===== src/hdl/ldf_pkg.sv =====
// ----------------------------------------------------------------------------
// ldf_pkg
// shared types and constants of the length prefix deframer
// ----------------------------------------------------------------------------
package ldf_pkg;

  localparam int unsigned HEADER_BYTES = 4;
  localparam int unsigned QUEUE_DEPTH  = 2;
  localparam int unsigned LEN_W        = 32;
  localparam int unsigned SEEN_W       = 2;

  typedef enum logic {
    ACT_BYTE  = 1'b0,
    ACT_RESET = 1'b1
  } ldf_action_e;

  typedef struct packed {
    logic       action;
    logic [7:0] data_byte;
  } ldf_in_t;

  typedef struct packed {
    logic [7:0]       body_byte;
    logic             last_of_package;
    logic             empty_package;
    logic             length_error;
    logic [LEN_W-1:0] package_length;
  } ldf_out_t;

  // front to queue write request
  typedef struct packed {
    logic     push;
    ldf_out_t data;
  } ldf_push_t;

endpackage


===== src/hdl/ldf_front.sv =====
// ----------------------------------------------------------------------------
// ldf_front
// header gather, length check, body count, one byte per cycle on accept_i
// ----------------------------------------------------------------------------
module ldf_front import ldf_pkg::*; #(
  parameter int unsigned HeaderBytes = HEADER_BYTES
) (
  input  logic             clk_i,
  input  logic             rst_ni,
  input  logic             accept_i,
  input  ldf_in_t          in_data_i,
  input  logic             cfg_we_i,
  input  logic [LEN_W-1:0] cfg_wdata_i,
  output ldf_push_t        push_o
);

  localparam logic [SEEN_W-1:0] LastSeen = SEEN_W'(HeaderBytes - 1);

  logic              in_body_q, in_body_d;
  logic [SEEN_W-1:0] seen_q, seen_d;
  logic [LEN_W-1:0]  gather_q, gather_d;
  logic [LEN_W-1:0]  remain_q, remain_d;
  logic [LEN_W-1:0]  max_len_q;
  logic [LEN_W-1:0]  len_new;
  logic [LEN_W-1:0]  remain_dec;
  logic [7:0]        byte_in;

  assign byte_in    = in_data_i.data_byte;
  assign remain_dec = remain_q - LEN_W'(1);

  // little-endian byte placement
  always_comb begin
    case (seen_q)
      2'd0:    len_new = {24'd0, byte_in};
      2'd1:    len_new = gather_q | {16'd0, byte_in, 8'd0};
      2'd2:    len_new = gather_q | {8'd0, byte_in, 16'd0};
      2'd3:    len_new = gather_q | {byte_in, 24'd0};
      default: len_new = '0;
    endcase
  end

  always_comb begin
    in_body_d = in_body_q;
    seen_d    = seen_q;
    gather_d  = gather_q;
    remain_d  = remain_q;
    push_o    = '0;
    if (accept_i) begin
      if (in_data_i.action == ACT_RESET) begin
        in_body_d = 1'b0;
        seen_d    = '0;
        gather_d  = '0;
        remain_d  = '0;
      end else if (in_body_q) begin
        push_o.push                = 1'b1;
        push_o.data.body_byte      = byte_in;
        push_o.data.package_length = gather_q;
        remain_d                   = remain_dec;
        if (remain_dec == '0) begin
          push_o.data.last_of_package = 1'b1;
          in_body_d = 1'b0;
          seen_d    = '0;
          gather_d  = '0;
        end
      end else if (seen_q != LastSeen) begin
        seen_d   = seen_q + SEEN_W'(1);
        gather_d = len_new;
      end else begin
        seen_d = '0;
        if ((max_len_q != '0) && (len_new > max_len_q)) begin
          push_o.push                = 1'b1;
          push_o.data.length_error   = 1'b1;
          push_o.data.package_length = len_new;
          gather_d = '0;
          remain_d = '0;
        end else if (len_new == '0) begin
          push_o.push                 = 1'b1;
          push_o.data.last_of_package = 1'b1;
          push_o.data.empty_package   = 1'b1;
          gather_d = '0;
          remain_d = '0;
        end else begin
          in_body_d = 1'b1;
          gather_d  = len_new;
          remain_d  = len_new;
        end
      end
    end
  end

  always_ff @(posedge clk_i or negedge rst_ni) begin
    if (!rst_ni) begin
      in_body_q <= 1'b0;
      seen_q    <= '0;
      gather_q  <= '0;
      remain_q  <= '0;
      max_len_q <= '0;
    end else begin
      in_body_q <= in_body_d;
      seen_q    <= seen_d;
      gather_q  <= gather_d;
      remain_q  <= remain_d;
      if (cfg_we_i) begin
        max_len_q <= cfg_wdata_i;
      end
    end
  end

endmodule


===== src/hdl/ldf_queue.sv =====
// ----------------------------------------------------------------------------
// ldf_queue
// small result queue between the parser and the output stage
// ----------------------------------------------------------------------------
module ldf_queue import ldf_pkg::*; #(
  parameter int unsigned Depth = QUEUE_DEPTH
) (
  input  logic      clk_i,
  input  logic      rst_ni,
  input  ldf_push_t push_i,
  input  logic      pop_i,
  output logic      full_o,
  output logic      empty_o,
  output ldf_out_t  head_o
);

  localparam int unsigned PtrW = (Depth > 1) ? $clog2(Depth) : 1;
  localparam int unsigned CntW = $clog2(Depth + 1);
  localparam logic [PtrW-1:0] LastPtr = PtrW'(Depth - 1);
  localparam logic [CntW-1:0] FullCnt = CntW'(Depth);

  ldf_out_t        mem_q [Depth];
  logic [PtrW-1:0] wr_ptr_q, wr_ptr_d;
  logic [PtrW-1:0] rd_ptr_q, rd_ptr_d;
  logic [CntW-1:0] count_q, count_d;
  logic            do_push, do_pop;

  assign full_o  = (count_q == FullCnt);
  assign empty_o = (count_q == '0);
  assign do_push = push_i.push && !full_o;
  assign do_pop  = pop_i && !empty_o;
  assign head_o  = mem_q[rd_ptr_q];

  always_comb begin
    wr_ptr_d = wr_ptr_q;
    rd_ptr_d = rd_ptr_q;
    count_d  = count_q;
    if (do_push) begin
      wr_ptr_d = (wr_ptr_q == LastPtr) ? '0 : wr_ptr_q + PtrW'(1);
    end
    if (do_pop) begin
      rd_ptr_d = (rd_ptr_q == LastPtr) ? '0 : rd_ptr_q + PtrW'(1);
    end
    case ({do_push, do_pop})
      2'b10:   count_d = count_q + CntW'(1);
      2'b01:   count_d = count_q - CntW'(1);
      default: count_d = count_q;
    endcase
  end

  always_ff @(posedge clk_i) begin
    if (do_push) begin
      mem_q[wr_ptr_q] <= push_i.data;
    end
  end

  always_ff @(posedge clk_i or negedge rst_ni) begin
    if (!rst_ni) begin
      wr_ptr_q <= '0;
      rd_ptr_q <= '0;
      count_q  <= '0;
    end else begin
      wr_ptr_q <= wr_ptr_d;
      rd_ptr_q <= rd_ptr_d;
      count_q  <= count_d;
    end
  end

endmodule


===== src/hdl/ldf_back.sv =====
// ----------------------------------------------------------------------------
// ldf_back
// output register that drains the result queue
// ----------------------------------------------------------------------------
module ldf_back import ldf_pkg::*; (
  input  logic     clk_i,
  input  logic     rst_ni,
  input  logic     q_empty_i,
  input  ldf_out_t q_head_i,
  output logic     q_pop_o,
  output logic     out_valid_o,
  input  logic     out_stall_i,
  output ldf_out_t out_data_o
);

  logic     valid_q;
  ldf_out_t data_q;

  assign q_pop_o     = !q_empty_i && (!valid_q || !out_stall_i);
  assign out_valid_o = valid_q;
  assign out_data_o  = data_q;

  always_ff @(posedge clk_i or negedge rst_ni) begin
    if (!rst_ni) begin
      valid_q <= 1'b0;
    end else if (q_pop_o) begin
      valid_q <= 1'b1;
    end else if (!out_stall_i) begin
      valid_q <= 1'b0;
    end
  end

  always_ff @(posedge clk_i) begin
    if (q_pop_o) begin
      data_q <= q_head_i;
    end
  end

endmodule


===== src/hdl/length_prefix_deframer.sv =====
// ----------------------------------------------------------------------------
// length_prefix_deframer
// splits a byte stream of little-endian length-prefixed packages into body
// byte results with last, empty and length error markers
// ----------------------------------------------------------------------------
// path: a result is written to the queue at the accepting edge, then loaded
//   into the output register once that is empty or its result is taken
// throughput: one input byte per cycle if the queue has room (one-byte parser)
// reset: rst_ni clears parse state, queue and max_length at once, no sweep
// ----------------------------------------------------------------------------
module length_prefix_deframer import ldf_pkg::*; #(
  parameter int unsigned HeaderBytes = HEADER_BYTES,
  parameter int unsigned QueueDepth  = QUEUE_DEPTH
) (
  input  logic             clk_i,
  input  logic             rst_ni,
  // input stream
  input  logic             in_valid_i,
  output logic             in_stall_o,
  input  ldf_in_t          in_data_i,
  // result stream
  output logic             out_valid_o,
  input  logic             out_stall_i,
  output ldf_out_t         out_data_o,
  // max_length register
  input  logic             cfg_we_i,
  input  logic [LEN_W-1:0] cfg_wdata_i
);

  // front side stalls only on a full queue, never on out_stall_i directly
  logic      accept;
  ldf_push_t push;
  logic      q_full;
  logic      q_empty;
  logic      q_pop;
  ldf_out_t  q_head;

  assign in_stall_o = q_full;
  assign accept     = in_valid_i && !q_full;

  // parser: gathers header, checks limit, counts body bytes
  ldf_front #(
    .HeaderBytes (HeaderBytes)
  ) u_front (
    .clk_i       (clk_i),
    .rst_ni      (rst_ni),
    .accept_i    (accept),
    .in_data_i   (in_data_i),
    .cfg_we_i    (cfg_we_i),
    .cfg_wdata_i (cfg_wdata_i),
    .push_o      (push)
  );

  // decoupling queue, push and pop may happen in the same cycle
  ldf_queue #(
    .Depth (QueueDepth)
  ) u_queue (
    .clk_i   (clk_i),
    .rst_ni  (rst_ni),
    .push_i  (push),
    .pop_i   (q_pop),
    .full_o  (q_full),
    .empty_o (q_empty),
    .head_o  (q_head)
  );

  // output register, refilled whenever it empties or its transaction completes
  ldf_back u_back (
    .clk_i       (clk_i),
    .rst_ni      (rst_ni),
    .q_empty_i   (q_empty),
    .q_head_i    (q_head),
    .q_pop_o     (q_pop),
    .out_valid_o (out_valid_o),
    .out_stall_i (out_stall_i),
    .out_data_o  (out_data_o)
  );

endmodule


===== config.mk =====
export PLATFORM = sky130hd
export DESIGN_NAME = length_prefix_deframer
export DESIGN_NICKNAME = d
export VERILOG_FILES = /design/src/hdl/ldf_pkg.sv /design/src/hdl/ldf_front.sv /design/src/hdl/ldf_queue.sv /design/src/hdl/ldf_back.sv /design/src/hdl/length_prefix_deframer.sv
export SDC_FILE = /design/constraint.sdc
export NUM_CORES = 1
export LEC_CHECK = 0
export ABC_AREA = 0
export BUFFER_PORTS_ARGS = -buffer_cell sky130_fd_sc_hd__buf_2
export CORE_MARGIN = 1.5
export CORE_UTILIZATION = 60
export CTS_CLUSTER_SIZE = 25
export DETAILED_ROUTE_END_ITERATION = 6
export PLACE_DENSITY = 0.91
export SYNTH_ARGS = -nofsm -noshare
export SYNTH_HDL_FRONTEND = slang
export SYNTH_SLANG_ARGS = --single-unit

===== constraint.sdc =====
create_clock -name clk_i -period 6.1 [get_ports clk_i]
set_input_delay 0.305 -clock clk_i [delete_from_list [all_inputs] [get_ports clk_i]]
set_output_delay 0.305 -clock clk_i [all_outputs]
set_load 0.05 [all_outputs]

==> flow_metrics.tcl, run 1 <==
set metrics [dict create \
    start_util_pct 61.5 \
    fp.dieH_microns 139 \
    cts-resized-gates 0 \
    cts.path.max_buffers 3 \
    hold_depth 3 \
    max_slew_margin_pct 21.8 \
    ys_ff_latch 233 \
    pwr_density_cell_nw_per_um2 497 \
    grt_pass1_vias 8071 \
    clk_pin_slew_ns 0.06 \
    fmax_ghz 0.187 \
    firstDrtPassIters 7 \
    synth_flop_cell "edfxtp_1" \
    top_level_ports 91 \
    grt_max_degree 81 \
    detail_route.wl_per_cell_microns 22.7 \
    post-route-util_pct 70.5 \
    post-route-period-util_pct 87.6 \
    crit_type "reg -> reg" \
    hold_viol_final 0 \
    synth_most_common_cell "edfxtp_1" \
    vias 8404 \
    cts_root_buf "clkbuf_16" \
    syn-instance-count 939 \
    hold_path_class "in -> reg" \
    rsz0062_at_grt "false" \
    finalNetCount 1107 \
    placed_cells 1219 \
    p_leak_nw 5.46 \
    setup-tns-final_ns 0 \
    startpoint_type "register" \
    crit_arrival_ns 5.79 \
    synth_top_area_share_pct 34.9 \
    fin_cells 1268 \
    cts_tree "done" \
    ys_seq_area_share_pct 58.4 \
    maxCapViolCount 0 \
    layout-drive-gt1-share_pct 20.9 \
    yosys-top-cells-count "edfxtp_1 (129), dfrtp_1 (104), nand2_1 (78)" \
    async_flop_share_pct 44.6 \
    postRouteAntennaNets 0 \
    finalCriticalPeriod_ns 5.34 \
    antenna_cells 0 \
    crit_path_max_fanout 24 \
    drt-total-wl_mm 28.8 \
    final_max_slew_viol_count 0 \
    track_usage_pct 29.2 \
    synth_warnings 0 \
    drcViolationCount 0 \
    rows 49 \
    insertion_delay_ns 0.52 \
    reg2regPathDepth 16 \
    cts_made_buffers 24 \
    fin_skew_ns 0.0190 \
    die_w_microns 139 \
    syn_nets 1025 \
    dpl.hpwl_mm 18.7 \
    clock-sinks 233 \
    irDropWorstVdd_v 0.000375 \
    ys_types 60 \
    die_area_sq_um 19300 \
    viasPerCell 6.63 \
    setup_viol 0 \
    status "finished, final reports clean" \
    synth_area_sq_um 11100 \
    n_fill_cell 1213 \
    portBuffers 90 \
    gp_congestion 0.940 \
    hold_ws_ns 0.00353 \
    grt_pass1_wl_mm 44.2 \
    grt_overflow 0 \
    tightest_slew_ns 1.17 \
    crit_required_ns 6.54 \
    end_kind "register" \
    area_growth_pct 14.5 \
    htreeDepth 1 \
    drt_iter0_drc 1047 \
    yosys.area.top_type "edfxtp_1" \
    synth_edf_count 129 \
    ys_top_cells_by_area "edfxtp_1 (35%), dfrtp_1 (23%), ha_1 (4.5%)" \
    core-area_sq_um 18000 \
    synth.avg_cell_area_sq_um 11.8 \
    antenna_found_initial 0 \
]
## metal layers
layer	GRT usage (%)	routed length (microns)	vias up
li1	-	-	3723
met1	38.3	10800	3975
met2	46.8	13500	590
met3	7.01	3080	116
met4	12.7	1330	0
met5	0	0	-
## metrics by stage
step	setup slack [ns]	cell area, sq um	total power (W)
detailed placement	1.01	11800	0.00466
global route	0.468	12700	0.00658
floorplan	0.707	11100	0.00408
global placement	1.23	11800	0.00458
CTS	0.955	12700	0.00625
finish	0.757	12700	0.00631
## critical path: stages, from the launching register on
cell and delay [ns]:
dfrtp_1 0.46, inv_1 0.14, ha_1 0.76, nor3_2 0.13, buf_4 0.24, nor3_1 0.59, ha_1 0.26, nand4_1 0.11
nor3_1 0.26, nand4_1 0.19, o21ai_0 0.30, a311o_1 0.25, a31oi_1 0.16, o21ai_0 0.73, ha_1 0.40, nor2_1 0.13
xor2_1 0.14
## repair_timing
item / CTS / global route
endpoints found under the hold margin: 28 / 0
hold buffers: 5 / 0
buffers inserted: 0 / 0
## path summary, 6_finish.rpt
check	startpoint	to	slack [ns]
worst max register to register	u_front.seen_q[1]	u_queue.count_q[1]	0.76
min in group asynchronous	rst_ni	u_front.remain_q[6]	0.22
worst max-delay path	u_front.seen_q[1]	u_queue.count_q[1]	0.76
max in group asynchronous	rst_ni	u_front.gather_q[21]	4.51
worst min register to register	u_queue.count_q[1]	u_queue.count_q[1]	0.50
worst min-delay path	cfg_wdata_i[23]	u_front.max_len_q[23]	0.004
## cells in the final DEF, fill, tap and decap left out, types with 3 or more instances in the layout
cell type      synthesis  final
o31ai_1                9      9
inv_1                 41     41
o211a_1                3      3
dlygate4sd3_1          0      5
o21ai_1               10     10
or2_1                  3      3
a221o_1               28     28
and3_1                10     10
ha_1                  40     40
clkinv_2               0      4
nor3b_1                5      5
xor2_1                 7      7
a22o_1                55     55
clkbuf_16              0     26
dfrtp_1              104    104
or3_1                  8      8
nor4_1                28     28
buf_4                  0     20
mux2_2                44     44
a21o_1                12     12
o21ai_0               69     69
a22oi_1               10     10
nand2b_1              10     10
o2bb2ai_1              3      3
nand4_1               10     10
nand3_1                8      8
clkbuf_8               0      4
nor4_2                 3      3
xnor2_1                5      5
edfxtp_1             129    129
or2_2                  5      5
nand2_1               78     78
a21oi_1               42     41
bufinv_16              0      3
nor3_1                32     31
nor2_1                37     34
buf_2                  3     89
## registers in the layout, summed over array words and instances (netlist names), 2 cells and up
register and flops:
u_front.seen_q 2, u_front.gather_q 32, u_front.remain_q 32, u_queue.count_q 2, u_front.max_len_q 32, u_back.out_data_o 43
u_queue.mem_q 86
## where the power goes
part           internal [W]  switching, W  leakage [nW]
registers           0.00194      0.000201          2.69
clock network      0.000964      0.000623         0.433
logic              0.000794       0.00179          2.34
total               0.00370       0.00261          5.46
## area by class of cell
cell class,count,area [sq um],area share (%)
sequential,233,6480,51.0
clock buffer,34,728,5.73
timing repair buffer,115,666,5.24
tap,229,287,2.26
clock inverter,10,139,1.09
multi-input combinational,606,4250,33.5
inverter,41,154,1.21
## cells by family (layout without fill, tap and decap cells)
logic type	after synthesis	count (layout)	share of synthesized area (%)
simple gates	253	253	11.8
buf+inv	100	200	3.62
xor+xnor	12	12	0.947
compound gates	256	256	16.2
fa+ha+maj	40	40	4.51
mux	45	45	4.56
flops	233	233	58.4
Power figures use the tool's default switching activity.
==> inputs of run 2 (changes only) <==
--- a/config.mk
+++ b/config.mk
@@ -12,6 +12,8 @@
 export CTS_CLUSTER_SIZE = 25
 export DETAILED_ROUTE_END_ITERATION = 6
 export PLACE_DENSITY = 0.91
+export SLEW_MARGIN = 20
 export SYNTH_ARGS = -nofsm -noshare
 export SYNTH_HDL_FRONTEND = slang
+export SYNTH_HIERARCHICAL = 1
 export SYNTH_SLANG_ARGS = --single-unit
==> run 2 against run 1 <==
Compared with the run above:
- highest routed layer unchanged
- synthesized cell count up 18%
- first-iteration DRC count rose by 13%
- combinational power about the same
==> flow_metrics.tcl, run 2 <==
set metrics [dict create \
    fin_cells 1463 \
    status "finished, final reports clean" \
    die_area_sq_um 20600 \
    fin_skew_ns 0.0191 \
    synth_flop_cell "edfxtp_1" \
    drt_iter0_drc 1182 \
    finalCriticalPeriod_ns 5.45 \
    grt_pass1_wl_mm 48.9 \
    ys_types 70 \
    met3_length_mm 3.14 \
    irDropWorstVdd_v 0.000294 \
    ys_top_cells_by_area "edfxtp_1 (33%), dfrtp_1 (22%), o21ai_0 (5.5%)" \
    pwr_density_cell_nw_per_um2 467 \
    track_usage_pct 30.8 \
    synth_area_sq_um 11900 \
    placed_area_sq_um 12500 \
    top_level_ports 91 \
    cts_made_buffers 23 \
    htreeDepth 1 \
    routed.top_layer "met4" \
    crit_arrival_ns 5.57 \
    start_util_pct 61.1 \
    stdcell_area_sq_um 13200 \
    drcViolationCount 0 \
    setup_viol 0 \
    reg2regPathDepth 16 \
    maxCapViolCount 0 \
    gp_congestion 0.968 \
    setup-tns-final_ns 0 \
    cts.path.max_buffers 3 \
    hold_path_class "in -> reg" \
    grt_overflow 0 \
    rows 51 \
    final_max_slew_viol_count 0 \
    ys_ff_latch 233 \
    die_w_microns 144 \
    yosys.area.top_type "edfxtp_1" \
    synth_most_common_cell "nand2_1" \
    syn_nets 1194 \
    startpoint_type "register" \
    crit_type "reg -> reg" \
    insertion_delay_ns 0.51 \
    final_cell_mix "nand2_1 (136), o21ai_0 (131), edfxtp_1 (129)" \
    met2_length_mm 14.6 \
    core-area_sq_um 19400 \
    grt_max_degree 78 \
    placed_cells 1415 \
    post_cts_buffers 0 \
    clock-sinks 233 \
    end_kind "register" \
    fmax_ghz 0.184 \
    ys_seq_area_share_pct 54.6 \
    async_flop_share_pct 44.6 \
    synth.avg_cell_area_sq_um 10.7 \
    synth_edf_count 129 \
    area_growth_pct 11.6 \
    portBuffers 90 \
    rsz0062_at_grt "false" \
    layout_commonest_cell "nand2_1" \
    synth_warnings 6 \
    vias 9362 \
    met1_length_mm 12.0 \
    syn-instance-count 1108 \
    antenna_found_initial 0 \
    hold_viol_final 0 \
    crit_required_ns 6.23 \
    antenna_cells 0 \
    largest_reg_flops 86 \
    viasPerCell 6.40 \
    top_register "u_queue/mem_q" \
    detail_route.wl_per_cell_microns 21.1 \
    grt_pass1_vias 9001 \
    synth_top_area_share_pct 32.7 \
    tightest_slew_ns 1.10 \
    max_slew_margin_pct 26.3 \
    post-route-util_pct 68.2 \
    drt-total-wl_mm 30.9 \
    clk_pin_slew_ns 0.06 \
    firstDrtPassIters 7 \
    fp.dieH_microns 144 \
    layout-drive-gt1-share_pct 17.2 \
    crit_path_max_fanout 43 \
    cts_tree "done" \
    dpl.hpwl_mm 21.1 \
    p_leak_nw 5.56 \
    yosys-top-cells-count "nand2_1 (137), o21ai_0 (131), edfxtp_1 (129)" \
    postRouteAntennaNets 0 \
    post-route-period-util_pct 89.3 \
    hold_depth 3 \
    cts_root_buf "clkbuf_16" \
    finalNetCount 1268 \
]
## run 2: cell count changes after synthesis, moves of 39 or more
cell	previous run	this run
o21ai_0	69	131
nand2_1	78	137
a22o_1	55	1
mux2_2	44	5
mux2_4	0	39
o22ai_1	0	39
## run 2: final cells by class
type                       count  area [sq um]
clock inverter                 3          43.8
timing repair buffer         116           669
tap                          265           332
multi-input combinational    732          4770
clock buffer                  38           662
fill                        1427          6160
inverter                      76           285
sequential                   233          6480
## run 2: where the power goes
part	internal [W]	switching (W)	total, W
Sequential	0.00201	0.000239	0.00224
Clock	0.000780	0.000574	0.00135
Combinational	0.000815	0.00177	0.00258
Total	0.00360	0.00258	0.00618
## run 2: layer usage
metal  global-route usage (%)  vias to the layer above
li1                         -                     4217
met1                     42.1                     4472
met2                     48.8                      579
met3                     5.63                       94
met4                     12.6                        0
met5                        0                        -
## run 2: critical path: stages, from the launching register on
cell	delay, ns
dfrtp_1	0.43
inv_1	0.15
ha_1	0.81
clkinv_1	0.54
a32oi_1	0.59
inv_1	0.09
ha_1	0.32
nand4_1	0.21
nor4_1	0.41
o31a_1	0.20
o21ai_0	0.07
buf_4	0.21
nand2b_1	0.10
a31o_2	0.17
nand2_1	0.13
nor2_4	0.10
buf_4	0.50
## run 2: what timing repair did
| action | CTS | global route |
|---|---|---|
| gates resized for setup | 0 | 0 |
| hold buffers | 7 | 0 |
| endpoints found under the setup margin | 0 | 0 |
| hold endpoints to repair | 33 | 0 |
## run 2: cell families after synthesis
kind of cell	Yosys count	synth area share, %
simple gates	334	13.9
compound gates	305	15.8
flops	233	54.6
buf+inv	143	5.42
mux	44	5.41
fa+ha+maj	40	4.22
xor+xnor	9	0.665
## run 2: path summary, 6_finish.rpt
| kind | startpoint | endpoint | slack (ns) |
|---|---|---|---|
| max in group asynchronous | rst_ni | u_front/gather_q[3] | 4.78 |
| max | u_front/seen_q[0] | u_queue/mem_q[0][28] | 0.65 |
| max reg2reg | u_front/seen_q[0] | u_queue/mem_q[0][28] | 0.65 |
| min reg2reg | u_queue/count_q[1] | u_queue/count_q[1] | 0.49 |
| min | cfg_wdata_i[14] | u_front/max_len_q[14] | 0.005 |
| min in group asynchronous | rst_ni | u_front/remain_q[3] | 0.26 |
## run 2: through the flow
step           total power, W  hold slack, ns  worst slack (ns)
3_3_place_gp          0.00472           0.239              1.03
3_5_place_dp          0.00478           0.245             0.802
6_report              0.00618         0.00487             0.654
2_1_floorplan         0.00419         0.00941             0.586
4_1_cts               0.00613         0.00137             0.785
5_1_grt               0.00647          0.0166             0.235
==> inputs of run 3 (changes only) <==
--- a/config.mk
+++ b/config.mk
@@ -6,12 +6,12 @@
 export NUM_CORES = 1
 export LEC_CHECK = 0
 export ABC_AREA = 0
-export BUFFER_PORTS_ARGS = -buffer_cell sky130_fd_sc_hd__buf_2
 export CORE_MARGIN = 1.5
 export CORE_UTILIZATION = 60
 export CTS_CLUSTER_SIZE = 25
 export DETAILED_ROUTE_END_ITERATION = 6
-export PLACE_DENSITY = 0.91
+export DONT_BUFFER_PORTS = 1
+export PLACE_DENSITY = 0.87
 export SLEW_MARGIN = 20
 export SYNTH_ARGS = -nofsm -noshare
 export SYNTH_HDL_FRONTEND = slang
==> run 3 against run 2 <==
Compared with the run above:
- global-route usage rose by 1.1 points
- sequential share of layout area rose by 0.13 points
- sequential power rose by 18%
- clock-buffer cell count fell by 6
- flip-flop and latch count did not move
- first-iteration DRC count rose by 15%
- worst hold slack improved by 0.045 ns
- critical path depth rose by 1
- clock skew fell by 0.0049 ns
- largest power group is now sequential cells
==> flow_metrics.tcl, run 3 (synthesis gave the netlist of run 2 again) <==
set metrics [dict create \
    top_level_ports 91 \
    largest_reg_flops 86 \
    detail_route.wl_per_cell_microns 22.8 \
    portBuffers 0 \
    top_register "u_queue/mem_q" \
    maxCapViolCount 0 \
    final_cell_mix "nand2_1 (136), o21ai_0 (131), edfxtp_1 (129)" \
    startpoint_type "register" \
    hold_path_class "in -> reg" \
    crit_chain "inv_1, ha_1, nor3_2, nor2_1, a22oi_1, inv_1, ha_1, nand4_1, nor4_1, o31a_1, o21ai_0, buf_4, nand2b_1, a31o_2, nand2_1, nor2_4, buf_4" \
    final_max_slew_viol_count 0 \
    clock-sinks 233 \
    p_sw_w 0.00261 \
    layout-drive-gt1-share_pct 10.9 \
    grt_overflow 0 \
    cts_made_buffers 24 \
    post-route-period-util_pct 83.4 \
    stdcell_area_sq_um 13200 \
    crit_path_max_fanout 43 \
    die_area_sq_um 20600 \
    placed_area_sq_um 12000 \
    fin_skew_ns 0.0142 \
    tightest_slew_ns 1.10 \
    multi_input_area_sq_um 4770 \
    cts_root_buf "clkbuf_16" \
    hold_viol_final 0 \
    insertion_delay_ns 0.52 \
    crit_required_ns 6.25 \
    ff2ff_setup_slack_ns 1.02 \
    drt_iter0_drc 1356 \
    vias 9407 \
    combinationalPowerShare_pct 33.9 \
    end_kind "register" \
    setup-tns-final_ns 0 \
    cts.path.max_buffers 3 \
    n_fill_cell 1390 \
    firstDrtPassIters 6 \
    grt_max_degree 105 \
    critPathSlowestCell "a22oi_1" \
    pwr_density_cell_nw_per_um2 475 \
    antenna_cells 0 \
    clk_pin_slew_ns 0.06 \
    rows 51 \
    hold_start "in_data_i[3]" \
    p_clk_share_pct 24.0 \
    setup_viol 0 \
    drt-total-wl_mm 32.0 \
    max_slew_margin_pct 26.6 \
    finalCriticalPeriod_ns 5.08 \
    r2r_start "u_front/seen_q[1]" \
    grt_pass1_vias 9150 \
    cp-startpoint "u_front/seen_q[1]" \
    sequentialPowerShare_pct 42.2 \
    start_util_pct 61.1 \
    viasPerCell 6.69 \
    htreeDepth 1 \
    gp_congestion 0.976 \
    p_int_w 0.00366 \
    cts_tree "done" \
    dpl.hpwl_mm 21.2 \
    crit_arrival_ns 5.24 \
    p_leak_nw 5.39 \
    cts-resized-gates 0 \
    finalNetCount 1209 \
    slowest_delay_ns 0.61 \
    track_usage_pct 31.8 \
    drcViolationCount 0 \
    grt_pass1_wl_mm 50.2 \
    irDropWorstVdd_v 0.000251 \
    die_w_microns 144 \
    p_sw_share_pct 41.6 \
    area_growth_pct 11.3 \
    layout_commonest_cell "nand2_1" \
    postRouteAntennaNets 0 \
    rsz0062_at_grt "false" \
    fp.dieH_microns 144 \
    crit_type "reg -> reg" \
    status "finished, final reports clean" \
    fmax_ghz 0.197 \
    ff_latch_area_sq_um 6480 \
    antenna_found_initial 0 \
    core-area_sq_um 19400 \
]
[run 3: changes by cell type in the layout (fill, tap and decap cells not counted), sizes merged]
cell / before / now
buf: 109 / 22
inv: 75 / 76
clkbuf: 38 / 32
dlygate4sd3: 7 / 34
clkinv: 3 / 9
bufinv: 1 / 3
[run 3: final cells by class]
type / count / share of cell area (%)
tap: 265 / 2.51
sequential: 233 / 49.1
timing repair buffer: 56 / 4.07
clock buffer: 32 / 5.01
multi-input combinational: 732 / 36.1
inverter: 76 / 2.16
clock inverter: 12 / 1.04
[run 3: worst paths after layout]
kind | end | cells after the start
min in group asynchronous | u_front/remain_q[23] | 2
setup reg to reg | u_queue/mem_q[0][12] | 17
max in group asynchronous | u_front/gather_q[19] | 2
hold reg to reg | u_queue/count_q[1] | 1
setup / recovery | u_queue/mem_q[0][12] | 17
hold / removal | u_queue/mem_q[1][38] | 1
[run 3: metal layers]
metal / share of wire (%) / track usage, %
met4: 4.8 / 14.9
met1: 38 / 41.0
met5: 0 / 0
met2: 47 / 51.2
met3: 11 / 7.36
[run 3: stage by stage]
step | cells | hold slack [ns] | worst slack [ns] | util, % | total power [W]
global placement | 1326 | 0.0149 | 1.34 | 61.9 | 0.00461
finish | 1406 | 0.0498 | 1.02 | 68.1 | 0.00627
floorplan | 1108 | 0.00941 | 0.586 | - | 0.00419
CTS | 1406 | 0.0416 | 1.14 | 68.1 | 0.00620
global route | 1406 | 0.0471 | 0.676 | 68.1 | 0.00655
detailed placement | 1326 | 0.0143 | 1.24 | 61.9 | 0.00466
[run 3: timing repair]
action	4_1_cts	5_1_grt
hold buffers	36	0
endpoints found under the hold margin	137	0
buffers inserted	0	0
[run 3: worst max-delay path: cells and delay by family, from the launching register on]
| kind | cells | cell delay (ns) |
|---|---|---|
| compound gates | 4 | 1.10 |
| fa+ha+maj | 2 | 0.66 |
| buf+inv | 4 | 0.93 |
| flops | 1 | 0.43 |
| simple gates | 7 | 1.54 |
[run 3: power groups by stage]
stage	Clock [W]	Sequential [W]	Combinational [W]
6_report	0.00150	0.00264	0.00212
5_1_grt	0.00158	0.00269	0.00229
4_1_cts	0.00151	0.00264	0.00206
3_5_place_dp	0	0.00266	0.00200
3_3_place_gp	0	0.00265	0.00196
2_1_floorplan	0	0.00257	0.00162
